===== config.mk =====
export PLATFORM = sky130hd
export DESIGN_NAME = dmfs_cfg_regs
export DESIGN_NICKNAME = d
export VERILOG_FILES = /design/src/rtl/dmfs_pkg.sv /design/src/rtl/dmfs_cfg_regs.sv
export SDC_FILE = /design/constraint.sdc
export NUM_CORES = 1
export LEC_CHECK = 0
export ABC_AREA = 1
export BUFFER_PORTS_ARGS = -buffer_cell sky130_fd_sc_hd__buf_2
export CAP_MARGIN = 20
export CORE_MARGIN = 1.5
export CORE_UTILIZATION = 49
export DETAILED_ROUTE_END_ITERATION = 12
export PLACE_DENSITY_LB_ADDON = 0.2
export SLEW_MARGIN = 20
export SYNTH_ARGS = -nofsm -noshare
export SYNTH_HDL_FRONTEND = slang
export SYNTH_SLANG_ARGS = --single-unit

===== constraint.sdc =====
create_clock -name clk_i -period 2.3 [get_ports clk_i]
set_input_delay 0.345 -clock clk_i [delete_from_list [all_inputs] [get_ports clk_i]]
set_output_delay 0.345 -clock clk_i [all_outputs]
set_load 0.01 [all_outputs]

===== src/rtl/dmfs_pkg.sv =====
package dmfs_pkg;

  // Field widths of a mode entry, the table index, the registers and the APB port.
  localparam int unsigned WIDTH_W   = 16;
  localparam int unsigned HEIGHT_W  = 16;
  localparam int unsigned BPP_W     = 7;
  localparam int unsigned HZ_W      = 10;
  localparam int unsigned AREA_W    = WIDTH_W + HEIGHT_W;
  localparam int unsigned IDX_W     = 6;
  localparam int unsigned CFG_W     = 16;
  localparam int unsigned APB_DATA_W = 32;
  localparam int unsigned APB_ADDR_W = 4;

  localparam int unsigned DEFAULT_TABLE_DEPTH = 64;

  // Reset values of the configuration registers.
  localparam logic [CFG_W-1:0] RESET_MIN_WIDTH      = 16'd640;
  localparam logic [CFG_W-1:0] RESET_MIN_HEIGHT     = 16'd480;
  localparam logic [CFG_W-1:0] RESET_EXCLUDED_WIDTH = 16'd960;

  // Register indexes, taken from paddr[3:2].
  localparam logic [1:0] REG_MIN_WIDTH      = 2'd0;
  localparam logic [1:0] REG_MIN_HEIGHT     = 2'd1;
  localparam logic [1:0] REG_EXCLUDED_WIDTH = 2'd2;

  typedef enum logic [1:0] {
    KIND_LOAD,
    KIND_SMALLER_RES,
    KIND_LOWER_HZ,
    KIND_HIGHER_HZ
  } kind_e;

  typedef struct packed {
    logic [WIDTH_W-1:0]  width;
    logic [HEIGHT_W-1:0] height;
    logic [BPP_W-1:0]    pixel_bits;
    logic [HZ_W-1:0]     refresh_hz;
  } mode_t;

  typedef struct packed {
    kind_e               kind;
    logic [IDX_W-1:0]    entry_index;
    logic [WIDTH_W-1:0]  width;
    logic [HEIGHT_W-1:0] height;
    logic [BPP_W-1:0]    pixel_bits;
    logic [HZ_W-1:0]     refresh_hz;
  } in_item_t;

  typedef struct packed {
    logic                found;
    logic [WIDTH_W-1:0]  new_width;
    logic [HEIGHT_W-1:0] new_height;
    logic [BPP_W-1:0]    new_pixel_bits;
    logic [HZ_W-1:0]     new_refresh_hz;
  } out_item_t;

  typedef struct packed {
    logic [CFG_W-1:0] min_width;
    logic [CFG_W-1:0] min_height;
    logic [CFG_W-1:0] excluded_width;
  } cfg_t;

  // Query token that walks the cell row, one cell per cycle unless the row holds.
  typedef struct packed {
    logic               valid;
    kind_e              kind;
    mode_t              cur;
    logic [AREA_W-1:0]  cur_area;
    logic               stop;
    logic               found;
    mode_t              best;
  } token_t;

  // Table write broadcast to every cell.
  typedef struct packed {
    logic              we;
    logic [IDX_W-1:0]  index;
    mode_t             entry;
    logic [AREA_W-1:0] area;
  } load_t;

endpackage


===== src/rtl/dmfs_cfg_regs.sv =====
module dmfs_cfg_regs (
  input  logic                                clk_i,
  input  logic                                rst_ni,
  input  logic                                psel,
  input  logic                                penable,
  input  logic                                pwrite,
  input  logic [dmfs_pkg::APB_ADDR_W-1:0]     paddr,
  input  logic [dmfs_pkg::APB_DATA_W-1:0]     pwdata,
  output logic [dmfs_pkg::APB_DATA_W-1:0]     prdata,
  output logic                                pready,
  output dmfs_pkg::cfg_t                      cfg_o
);
  import dmfs_pkg::*;

  cfg_t       cfg_q;
  cfg_t       cfg_d;
  logic       wr_en;
  logic [1:0] reg_idx;

  assign pready  = 1'b1;
  assign wr_en   = psel && penable && pwrite;
  assign reg_idx = paddr[3:2];

  // Register write decode; writes beyond the list are dropped.
  always_comb begin
    cfg_d = cfg_q;
    if (wr_en) begin
      case (reg_idx)
        REG_MIN_WIDTH:      cfg_d.min_width      = pwdata[CFG_W-1:0];
        REG_MIN_HEIGHT:     cfg_d.min_height     = pwdata[CFG_W-1:0];
        REG_EXCLUDED_WIDTH: cfg_d.excluded_width = pwdata[CFG_W-1:0];
        default:            cfg_d = cfg_q;
      endcase
    end
  end

  always_ff @(posedge clk_i or negedge rst_ni) begin
    if (!rst_ni) begin
      cfg_q.min_width      <= RESET_MIN_WIDTH;
      cfg_q.min_height     <= RESET_MIN_HEIGHT;
      cfg_q.excluded_width <= RESET_EXCLUDED_WIDTH;
    end else begin
      cfg_q <= cfg_d;
    end
  end

  // Read mux; unused addresses read as zero.
  always_comb begin
    case (reg_idx)
      REG_MIN_WIDTH:      prdata = APB_DATA_W'(cfg_q.min_width);
      REG_MIN_HEIGHT:     prdata = APB_DATA_W'(cfg_q.min_height);
      REG_EXCLUDED_WIDTH: prdata = APB_DATA_W'(cfg_q.excluded_width);
      default:            prdata = '0;
    endcase
  end

  assign cfg_o = cfg_q;

endmodule


==> results.py <==
metrics = {
    "final_layout": {
        "layout-drive-gt1-share": 0.339,
        "fillers": 433,
        "finalNonFillerCells": 454,
        "nets": 427,
        "fin_area_um2": 2910,
        "mostFrequentLayoutCells": "nand2_1, buf_2, dfrtp_1, conb_1, nand3_1",
        "diodes": 0,
        "largest_reg_flops": 48,
        "syn2layout_area_growth_pct": 20.3,
        "final_common_cell": "nand2_1",
    },
    "synth": {
        "synthXorXnorAreaFrac": 0,
        "yosys_warnings": 0,
        "synthCells": 302,
        "ys_seq_area_frac": 0.502,
        "syn_avg_cell_area_um2": 8.01,
        "synthMuxAreaShare": 0,
        "synth_compound_area_frac": 0,
        "syn_area_um2": 2420,
        "ys_ff_latch": 48,
        "synthSimpleGateAreaFrac": 0.397,
        "yosys.area_share.adder": 0,
        "synth_top_family_by_area": "simple AND/OR/NAND/NOR gates",
        "ys_types": 16,
    },
    "pwr": {
        "leakagePower_nw": 1.72,
        "powerDensity_nw_per_um2": 836,
        "ir_drop_mv": 0.408,
    },
    "routing": {
        "antenna_left": 0,
        "first_pass_iters": 4,
        "vias": 2087,
        "vias_per_cell": 4.60,
        "wl_per_cell_um": 12.6,
        "drt_iter0_markers": 167,
        "drt-total-wl_um": 5710,
        "drc": 0,
    },
    "cts": {
        "cts_hold_buf": 0,
        "numCtsBuffers": 5,
        "cts_tree": "done",
        "postCtsSetupBuffers": 0,
        "htreeDepth": 2,
        "cts.clk_slew.worst_paths_ns": 0.10,
        "post_cts_resized": 0,
        "root_buffer": "clkbuf_8",
        "cts_num_sinks": 48,
        "clk_latency_ns": 0.29,
        "clockBufferDepth": 2,
    },
    "global_route": {
        "grt_usage": 0.218,
        "antenna_found_initial": 0,
        "overflow": 0,
        "grt_pass1_vias": 1752,
        "grt_pass1_wl_um": 8730,
        "grt_max_degree": 49,
    },
    "outcome": {
        "outcome": "finished clean",
    },
    "critical_path": {
        "required_ns": 1.96,
        "crit_fanout": 12,
        "critPathKind": "primary input to primary output",
        "cp.arrival_ns": 1.31,
        "critical_path.endpoint_type": "primary output",
        "start_kind": "primary input",
    },
    "placement": {
        "placed_area_um2": 2800,
        "place_ws_ns": 0.628,
        "port_buffers": 86,
        "gp_congestion": 0.745,
        "dp_hpwl_um": 3770,
        "dp.cells": 446,
    },
    "die": {
        "rows": 25,
        "dieArea_um2": 5370,
        "die_w_um": 73.3,
        "chipHeight_um": 73.3,
        "start_util": 0.512,
        "coreArea_um2": 4720,
        "pin_count": 122,
    },
    "sta": {
        "slew_violations": 0,
        "setup-tns-final_ns": 0,
        "setup_violations": 0,
        "hold_viol_final": 0,
        "fin_crit_sh": 0.721,
        "fin_crit_ns": 1.66,
        "rsz0062_at_grt": "false",
        "setup_ws_ns": 0.643,
        "fmax_mhz": 603,
        "fin_skew_ns": 0,
    },
    "worst_hold_path": {
        "hp-class": "primary input to async pin",
    },
    "run": {
        "maxCapViolCount": 0,
    },
}
## worst paths after layout
kind / cells after the start / end / start / slack, ns
min in group clk_i: 3 / cfg_o[21] / pwdata[5] / 0.25
max: 6 / prdata[4] / paddr[3] / 0.64
max reg2reg: 2 / cfg_o[41] / cfg_o[41] / 1.57
min: 2 / cfg_o[36] / rst_ni / 0.008
min reg2reg: 2 / cfg_o[23] / cfg_o[23] / 0.47
max in group asynchronous: 2 / cfg_o[23] / rst_ni / 2.01
## cell usage after synthesis
library cell    n  share of area
nor2_8          1         0.0083
inv_2           3         0.0047
buf_6           3          0.014
dfstp_2        10           0.11
nor2_4          3          0.014
nand2_4         3          0.014
nor2_2          1         0.0026
conb_1          2         0.0031
inv_1           2         0.0031
nand3_4         1         0.0072
nand2_1       183           0.28
buf_12          1         0.0083
dfrtp_1        38           0.39
nand3_1        16          0.033
buf_4          22          0.068
nand2_2        13          0.034
## cells by family after synthesis
kind of cell           after synthesis
flip-flops                          48
AND/OR/NAND/NOR                    221
other                                2
buffers and inverters               31
## metrics by stage
stage	hold slack (ns)	power, mW	utilization
global route	0.0269	2.57	0.616
global placement	0.349	1.83	0.592
finish	0.00812	2.43	0.616
CTS	0.0162	2.45	0.616
detailed placement	0.349	1.84	0.592
floorplan	0.0494	1.55	-
## per-layer routing
layer  GRT usage  wire length (um)
met5           0                 0
met4      0.0881                32
met3      0.0384               502
met2       0.347              2730
met1       0.297              2440
## power breakdown
part / switching [mW] / total [mW] / internal (mW) / leakage [nW]
registers: 0.140 / 1.18 / 1.04 / 0.587
clock network: 0.289 / 0.611 / 0.322 / 0.0541
logic: 0.372 / 0.637 / 0.265 / 1.08
total: 0.801 / 2.43 / 1.63 / 1.72
## area by class of cell
class / count / area [um2] / share of cell area
Sequential cell: 48 / 1210 / 0.417
Clock inverter: 3 / 42.5 / 0.0146
Timing Repair Buffer: 88 / 458 / 0.157
Clock buffer: 5 / 68.8 / 0.0237
Inverter: 5 / 18.8 / 0.00645
Tap cell: 67 / 83.8 / 0.0288
Multi-Input combinational cell: 238 / 1020 / 0.352
## worst max-delay path, stage by stage
cell	delay, ns
buf_2	0.13
nor2_2	0.27
buf_4	0.28
nand2_1	0.07
nand3_1	0.09
buf_2	0.13
Note: power is estimated with default switching activity, not from simulation.
