===== src/rtl/dmfs_pkg.sv =====
package dmfs_pkg;

  // Field widths of a mode entry, the table index, the registers and the APB port.
  localparam int unsigned WIDTH_W   = 16;
  localparam int unsigned HEIGHT_W  = 16;
  localparam int unsigned BPP_W     = 7;
  localparam int unsigned HZ_W      = 10;
  localparam int unsigned AREA_W    = WIDTH_W + HEIGHT_W;
  localparam int unsigned IDX_W     = 6;
  localparam int unsigned CFG_W     = 16;
  localparam int unsigned APB_DATA_W = 32;
  localparam int unsigned APB_ADDR_W = 4;

  localparam int unsigned DEFAULT_TABLE_DEPTH = 64;

  // Reset values of the configuration registers.
  localparam logic [CFG_W-1:0] RESET_MIN_WIDTH      = 16'd640;
  localparam logic [CFG_W-1:0] RESET_MIN_HEIGHT     = 16'd480;
  localparam logic [CFG_W-1:0] RESET_EXCLUDED_WIDTH = 16'd960;

  // Register indexes, taken from paddr[3:2].
  localparam logic [1:0] REG_MIN_WIDTH      = 2'd0;
  localparam logic [1:0] REG_MIN_HEIGHT     = 2'd1;
  localparam logic [1:0] REG_EXCLUDED_WIDTH = 2'd2;

  typedef enum logic [1:0] {
    KIND_LOAD,
    KIND_SMALLER_RES,
    KIND_LOWER_HZ,
    KIND_HIGHER_HZ
  } kind_e;

  typedef struct packed {
    logic [WIDTH_W-1:0]  width;
    logic [HEIGHT_W-1:0] height;
    logic [BPP_W-1:0]    pixel_bits;
    logic [HZ_W-1:0]     refresh_hz;
  } mode_t;

  typedef struct packed {
    kind_e               kind;
    logic [IDX_W-1:0]    entry_index;
    logic [WIDTH_W-1:0]  width;
    logic [HEIGHT_W-1:0] height;
    logic [BPP_W-1:0]    pixel_bits;
    logic [HZ_W-1:0]     refresh_hz;
  } in_item_t;

  typedef struct packed {
    logic                found;
    logic [WIDTH_W-1:0]  new_width;
    logic [HEIGHT_W-1:0] new_height;
    logic [BPP_W-1:0]    new_pixel_bits;
    logic [HZ_W-1:0]     new_refresh_hz;
  } out_item_t;

  typedef struct packed {
    logic [CFG_W-1:0] min_width;
    logic [CFG_W-1:0] min_height;
    logic [CFG_W-1:0] excluded_width;
  } cfg_t;

  // Query token that walks the cell row, one cell per cycle unless the row holds.
  typedef struct packed {
    logic               valid;
    kind_e              kind;
    mode_t              cur;
    logic [AREA_W-1:0]  cur_area;
    logic               stop;
    logic               found;
    mode_t              best;
  } token_t;

  // Table write broadcast to every cell.
  typedef struct packed {
    logic              we;
    logic [IDX_W-1:0]  index;
    mode_t             entry;
    logic [AREA_W-1:0] area;
  } load_t;

endpackage


===== src/rtl/dmfs_cell.sv =====
module dmfs_cell #(
  parameter int unsigned CELL_INDEX = 0
) (
  input  logic             clk_i,
  input  logic             rst_ni,
  input  dmfs_pkg::cfg_t   cfg_i,
  input  dmfs_pkg::load_t  load_i,
  input  logic             advance_i,
  input  dmfs_pkg::token_t tok_i,
  output dmfs_pkg::token_t tok_o
);
  import dmfs_pkg::*;

  mode_t             entry_q;
  logic [AREA_W-1:0] area_q;
  token_t            tok_q;
  token_t            tok_d;
  logic              hit;
  logic              empty;
  logic              live;
  logic              same_bpp;
  logic              same_res;
  logic              smaller_res;
  logic              res_ok;
  logic              lower_ok;
  logic              higher_ok;
  logic              take;

  // This cell owns one table slot; slots past the index range never match.
  assign hit = load_i.we && (CELL_INDEX < (1 << IDX_W)) &&
               (load_i.index == IDX_W'(CELL_INDEX));

  always_ff @(posedge clk_i or negedge rst_ni) begin
    if (!rst_ni) begin
      entry_q <= '0;
      area_q  <= '0;
    end else if (hit) begin
      entry_q <= load_i.entry;
      area_q  <= load_i.area;
    end
  end

  // Compare the held entry with the passing query.
  assign empty    = (entry_q.width == '0);
  assign live     = tok_i.valid && !tok_i.stop && !empty;
  assign same_bpp = (entry_q.pixel_bits == tok_i.cur.pixel_bits);
  assign same_res = (entry_q.width == tok_i.cur.width) &&
                    (entry_q.height == tok_i.cur.height);

  assign smaller_res = ((entry_q.width <= tok_i.cur.width) &&
                        (entry_q.height < tok_i.cur.height)) ||
                       ((entry_q.width < tok_i.cur.width) &&
                        (entry_q.height <= tok_i.cur.height)) ||
                       (area_q < tok_i.cur_area);

  assign res_ok = (entry_q.width >= cfg_i.min_width) &&
                  (entry_q.height >= cfg_i.min_height) &&
                  (entry_q.width != cfg_i.excluded_width) && smaller_res &&
                  (!tok_i.found || (tok_i.best.width < entry_q.width) ||
                   ((tok_i.best.width == entry_q.width) &&
                    (tok_i.best.height < entry_q.height)));

  assign lower_ok = same_res && (entry_q.refresh_hz < tok_i.cur.refresh_hz) &&
                    (tok_i.best.refresh_hz < entry_q.refresh_hz);

  assign higher_ok = same_res && (entry_q.refresh_hz > tok_i.cur.refresh_hz) &&
                     (!tok_i.found || (entry_q.refresh_hz < tok_i.best.refresh_hz));

  always_comb begin
    case (tok_i.kind)
      KIND_SMALLER_RES: take = res_ok;
      KIND_LOWER_HZ:    take = lower_ok;
      KIND_HIGHER_HZ:   take = higher_ok;
      default:          take = 1'b0;
    endcase
    take = take && live && same_bpp;
  end

  // Update the token; an empty slot ends the scan for all later cells.
  always_comb begin
    tok_d = tok_i;
    if (tok_i.valid && empty) begin
      tok_d.stop = 1'b1;
    end
    if (take) begin
      tok_d.best  = entry_q;
      tok_d.found = 1'b1;
    end
  end

  always_ff @(posedge clk_i or negedge rst_ni) begin
    if (!rst_ni) begin
      tok_q <= '0;
    end else if (advance_i) begin
      tok_q <= tok_d;
    end
  end

  assign tok_o = tok_q;

endmodule


===== config.mk =====
export PLATFORM = sky130hd
export DESIGN_NAME = dmfs_cell
export DESIGN_NICKNAME = d
export VERILOG_FILES = /design/src/rtl/dmfs_pkg.sv /design/src/rtl/dmfs_cell.sv
export SDC_FILE = /design/constraint.sdc
export NUM_CORES = 1
export LEC_CHECK = 0
export ABC_AREA = 1
export BUFFER_PORTS_ARGS = -buffer_cell sky130_fd_sc_hd__buf_2
export CAP_MARGIN = 25
export CORE_ASPECT_RATIO = 1.1
export CORE_MARGIN = 2
export CORE_UTILIZATION = 40
export CTS_CLUSTER_SIZE = 8
export DETAILED_ROUTE_END_ITERATION = 7
export GPL_TIMING_DRIVEN = 1
export PLACE_DENSITY = 0.72
export SLEW_MARGIN = 20
export SYNTH_ARGS = -nofsm -noshare
export SYNTH_HDL_FRONTEND = slang
export SYNTH_SLANG_ARGS = --single-unit

===== constraint.sdc =====
create_clock -name clk_i -period 2.14 [get_ports clk_i]
set_input_delay 0.321 -clock clk_i [delete_from_list [all_inputs] [get_ports clk_i]]
set_output_delay 0.321 -clock clk_i [all_outputs]
set_load 0.1 [all_outputs]

==> run metrics <==
vias in the first global route=12774; antenna violations before repair=8; prevailing post-synth register cell=sky130_fd_sc_hd__dfrtp_1; root buffer cell=sky130_fd_sc_hd__clkbuf_16; die height=191 µm; H-tree depth=1; area growth from synthesis to layout=37.4%; parity-gate share of the synthesized area counting xor and xnor cells=0.0103; count of final hold-check violations=0; clock edge transition at the registers on the reported setup and hold paths=0.05 ns; TritonCTS clock tree=yes; CTS Buf Count=30; number of input and output port buffers inserted=408; outcome=finished with violations; setup slack on the worst flop-to-flop path=-0.50 ns; wire length of the first global-routing pass=65.2 mm; number of nets at the end of the flow=2534; count of synthesis-stage warnings from yosys=0; fmax=379 MHz; total number of cells along the worst setup path=19; Worst IR Drop VDD=0.000562 V; worst-path cell with the longest stage delay=sky130_fd_sc_hd__dfrtp_1; Placer Congestion=0.879; length of the first detailed-routing pass in iterations=5; count of maximum capacitance violations=0; Final Hold Slack=0.0105 ns; number of vias after detailed routing=12690; Leakage=9.98 nW; final HPWL from detailed placement=31.3 mm; reg-to-reg endpoint=tok_o[7]; Net Count, Synth=2021; number of vias per cell=4.99; Final Cycle Share=1.23; min-delay worst type=input port to flip-flop; number of cells traversed by the worst register-to-register path=19; ordered cell list for the critical path=ha_4, nand2_2, nor2_2, nand4_1, nor2_1, buf_4, buf_12, nand2_4, nor2_2, nand3_1, nand2_1, nand2_2, nor2_4, buf_12, nand2_8, buf_12, nand2_2, nand3_2, nand2_1; top area cells in the synthesized netlist=sky130_fd_sc_hd__dfrtp_1, sky130_fd_sc_hd__ha_1, sky130_fd_sc_hd__nand2_1, sky130_fd_sc_hd__inv_1, sky130_fd_sc_hd__nand3_1; failing checks=setup timing; hold endpoint=area_q[28]; multiplexer fraction of the synthesized cell area=0.0273; Final Skew=0.0143 ns; beginning of the worst hold path=load_i[28]; data required time of the worst path=2.62 ns; critical path peak fanout=11; die area=0.0334 mm²; Setup crit start kind=flip-flop; worst hold stages=2; share of synthesized cell area in full adder, half adder and majority cells=0.143; number of flops mapped to enable cells by yosys=0; clock latency of the later-clocked register in the worst-skew pair=0.55 ns; Worst Tran Pin Value=0.783 ns; simple-gate portion of the synthesized area=0.211; startpoint of the worst-slack reg-to-reg timing path=entry_q[43]; post-layout util=0.559; crit path setup slack, layout=-0.495 ns; unique cell type count in the Yosys netlist=31; final critical path time including I/O delays and setup=2.64 ns; effective utilization at floorplan=0.407; highest cell delay on the worst timing path=0.45 ns; complex-gate fraction of the synthesized area=0.0925; share of the synthesized area in the top cell type=0.423; largest delay contributor family on the critical path=simple AND/OR/NAND/NOR gates; total grt overflow=0; Detail Route Antenna Nets=0; endpoint arrival time on the critical path=3.12 ns; die width=174 µm; crit end category=flip-flop; I/O pin count=409; row count=68; Bufs and invs on worst path=4; final-report max-slew violation count=0; dominant combinational cell family by area after synthesis=simple AND/OR/NAND/NOR gates; fraction of layout instances using a drive strength above 1=0.309; Final Routed Wirelength=42.5 mm; final routed wire length divided by cell count=16.7 µm; kind of critical path=flip-flop to flip-flop; gr usage total=0.245; Final setup viols=50; post-synthesis instance area=0.0128 mm²; worst-case clock buffer depth=3; largest net degree at the start of global routing=132; Slew Limit Headroom=0.478; unrepaired setup endpoints after global routing=yes; sequential cell area fraction in the yosys report=0.423; CTS Sinks=216; async set-reset flop share out of synthesis=1.00; post-synthesis sequential element count=216; power density over the cells=793 mW/mm²; gate count after technology mapping=1601; average cell area after synthesis=7.98 µm²; Floorplan Core Area=0.0314 mm²; Remaining DRCs=0; Iter 0 DRT Violations=646; cell type contributing the most total cell area after synthesis=sky130_fd_sc_hd__dfrtp_1
==> Yosys cell counts, types with 2 or more instances <==
cell,n
sky130_fd_sc_hd__clkbuf_1,41
sky130_fd_sc_hd__nor4_1,3
sky130_fd_sc_hd__nand3_1,119
sky130_fd_sc_hd__buf_1,4
sky130_fd_sc_hd__o21ai_0,91
sky130_fd_sc_hd__nor2_1,102
sky130_fd_sc_hd__nand4_1,15
sky130_fd_sc_hd__o21bai_1,3
sky130_fd_sc_hd__a21o_1,3
sky130_fd_sc_hd__buf_6,2
sky130_fd_sc_hd__a21oi_1,117
sky130_fd_sc_hd__nand2_2,3
sky130_fd_sc_hd__ha_1,146
sky130_fd_sc_hd__mux2_2,31
sky130_fd_sc_hd__xnor2_1,14
sky130_fd_sc_hd__o22ai_1,2
sky130_fd_sc_hd__dfrtp_1,216
sky130_fd_sc_hd__nor3_1,9
sky130_fd_sc_hd__nand2_1,405
sky130_fd_sc_hd__buf_2,11
sky130_fd_sc_hd__o21a_1,8
sky130_fd_sc_hd__inv_1,247
==> metrics by stage <==
step | TNS, ns | setup slack, ns | cells | instance area [µm²] | power, mW
2_1_floorplan | 0 | 0.00106 | 1601 | 12800 | 7.95
3_3_place_gp | -25.94 | -0.543 | 2461 | 15900 | 9.28
3_5_place_dp | -29.67 | -0.636 | 2461 | 15900 | 9.38
4_1_cts | -19.44 | -0.423 | 2516 | 17200 | 13.9
5_1_grt | -32.19 | -0.691 | 2540 | 17600 | 14.6
6_report | -21.68 | -0.495 | 2541 | 17600 | 13.9
==> cell type report <==
class,count,area (µm²)
well taps,420,526
flip-flops and latches,216,5410
diodes,8,20.0
inverters,248,936
repair buffers,540,3390
fillers,2858,13800
clock buffers,31,776
multi-input cells,1078,6500
==> worst max path at each step <==
stage	slack (ns)	start	to
finish	-0.50	entry_q[43]	tok_o[7]
global route	-0.69	entry_q[43]	tok_o[14]
CTS	-0.42	entry_q[43]	tok_o[35]
detailed placement	-0.64	entry_q[40]	tok_o[7]
global placement	-0.54	entry_q[40]	tok_o[30]
floorplan	0.001	entry_q[40]	tok_o[10]
==> kinds of logic after synthesis <==
kind of cell | count (synthesis)
AOI/OAI and AO/OA | 227
muxes | 31
xor gates and xnor gates | 15
DFF | 216
and+or+nand+nor | 659
adders and majority gates | 146
buffers and inverters | 307
==> registers in the layout, indices dropped and copies added, names as in the netlist <==
name,count
tok_o,135
entry_q,49
area_q,32
==> worst reg2reg max path: stages (launching register included) <==
cell                      delay [ns]
sky130_fd_sc_hd__dfrtp_1        0.45
sky130_fd_sc_hd__ha_4           0.31
sky130_fd_sc_hd__nand2_2        0.05
sky130_fd_sc_hd__nor2_2         0.08
sky130_fd_sc_hd__nand4_1        0.16
sky130_fd_sc_hd__nor2_1         0.12
sky130_fd_sc_hd__buf_4          0.16
sky130_fd_sc_hd__buf_12         0.12
sky130_fd_sc_hd__nand2_4        0.04
sky130_fd_sc_hd__nor2_2         0.08
sky130_fd_sc_hd__nand3_1        0.07
sky130_fd_sc_hd__nand2_1        0.08
sky130_fd_sc_hd__nand2_2        0.07
sky130_fd_sc_hd__nor2_4         0.10
sky130_fd_sc_hd__buf_12         0.15
sky130_fd_sc_hd__nand2_8        0.10
sky130_fd_sc_hd__buf_12         0.16
sky130_fd_sc_hd__nand2_2        0.08
sky130_fd_sc_hd__nand3_2        0.08
sky130_fd_sc_hd__nand2_1        0.12
==> power breakdown <==
part / switching (mW) / internal (mW)
Combinational: 3.36 / 1.49
Clock: 1.76 / 2.50
Sequential: 0.301 / 4.52
==> routing by layer <==
layer,global-route usage,routed length [µm],up-vias
met2,0.419,20700,522
met3,0.0517,3020,113
met5,0,11,-
li1,-,-,6150
met4,0.112,1860,2
met1,0.296,16900,5903
==> repair_timing <==
item                                   CTS  global route
buffers inserted                        11             8
pin swaps                               17            17
endpoints found under the hold margin   46             7
gates cloned                             3             3
hold buffers                            10             7
gates resized for setup                 38            41
setup endpoints to repair               50            50
==> cells in the final DEF (no fill, tap or decap), types with 6 or more instances in the layout <==
cell type                       count
sky130_fd_sc_hd__a21oi_1          114
sky130_fd_sc_hd__nand3_2            6
sky130_fd_sc_hd__xnor2_1           14
sky130_fd_sc_hd__o21ai_0           90
sky130_fd_sc_hd__nand4_1           15
sky130_fd_sc_hd__nor2_2             7
sky130_fd_sc_hd__ha_1             138
sky130_fd_sc_hd__inv_1            245
sky130_fd_sc_hd__nor2_1            93
sky130_fd_sc_hd__buf_12            16
sky130_fd_sc_hd__nand3_1          112
sky130_fd_sc_hd__nor3_1             6
sky130_fd_sc_hd__mux2_2            31
sky130_fd_sc_hd__dfrtp_1          214
sky130_fd_sc_hd__dlygate4sd3_1     17
sky130_fd_sc_hd__clkbuf_16         34
sky130_fd_sc_hd__diode_2            8
sky130_fd_sc_hd__o21a_1             8
sky130_fd_sc_hd__ha_4               8
sky130_fd_sc_hd__nand2_1          377
sky130_fd_sc_hd__nand2_2           27
sky130_fd_sc_hd__buf_4             91
sky130_fd_sc_hd__buf_2            407
No activity file was read; power rests on OpenSTA's default activity.
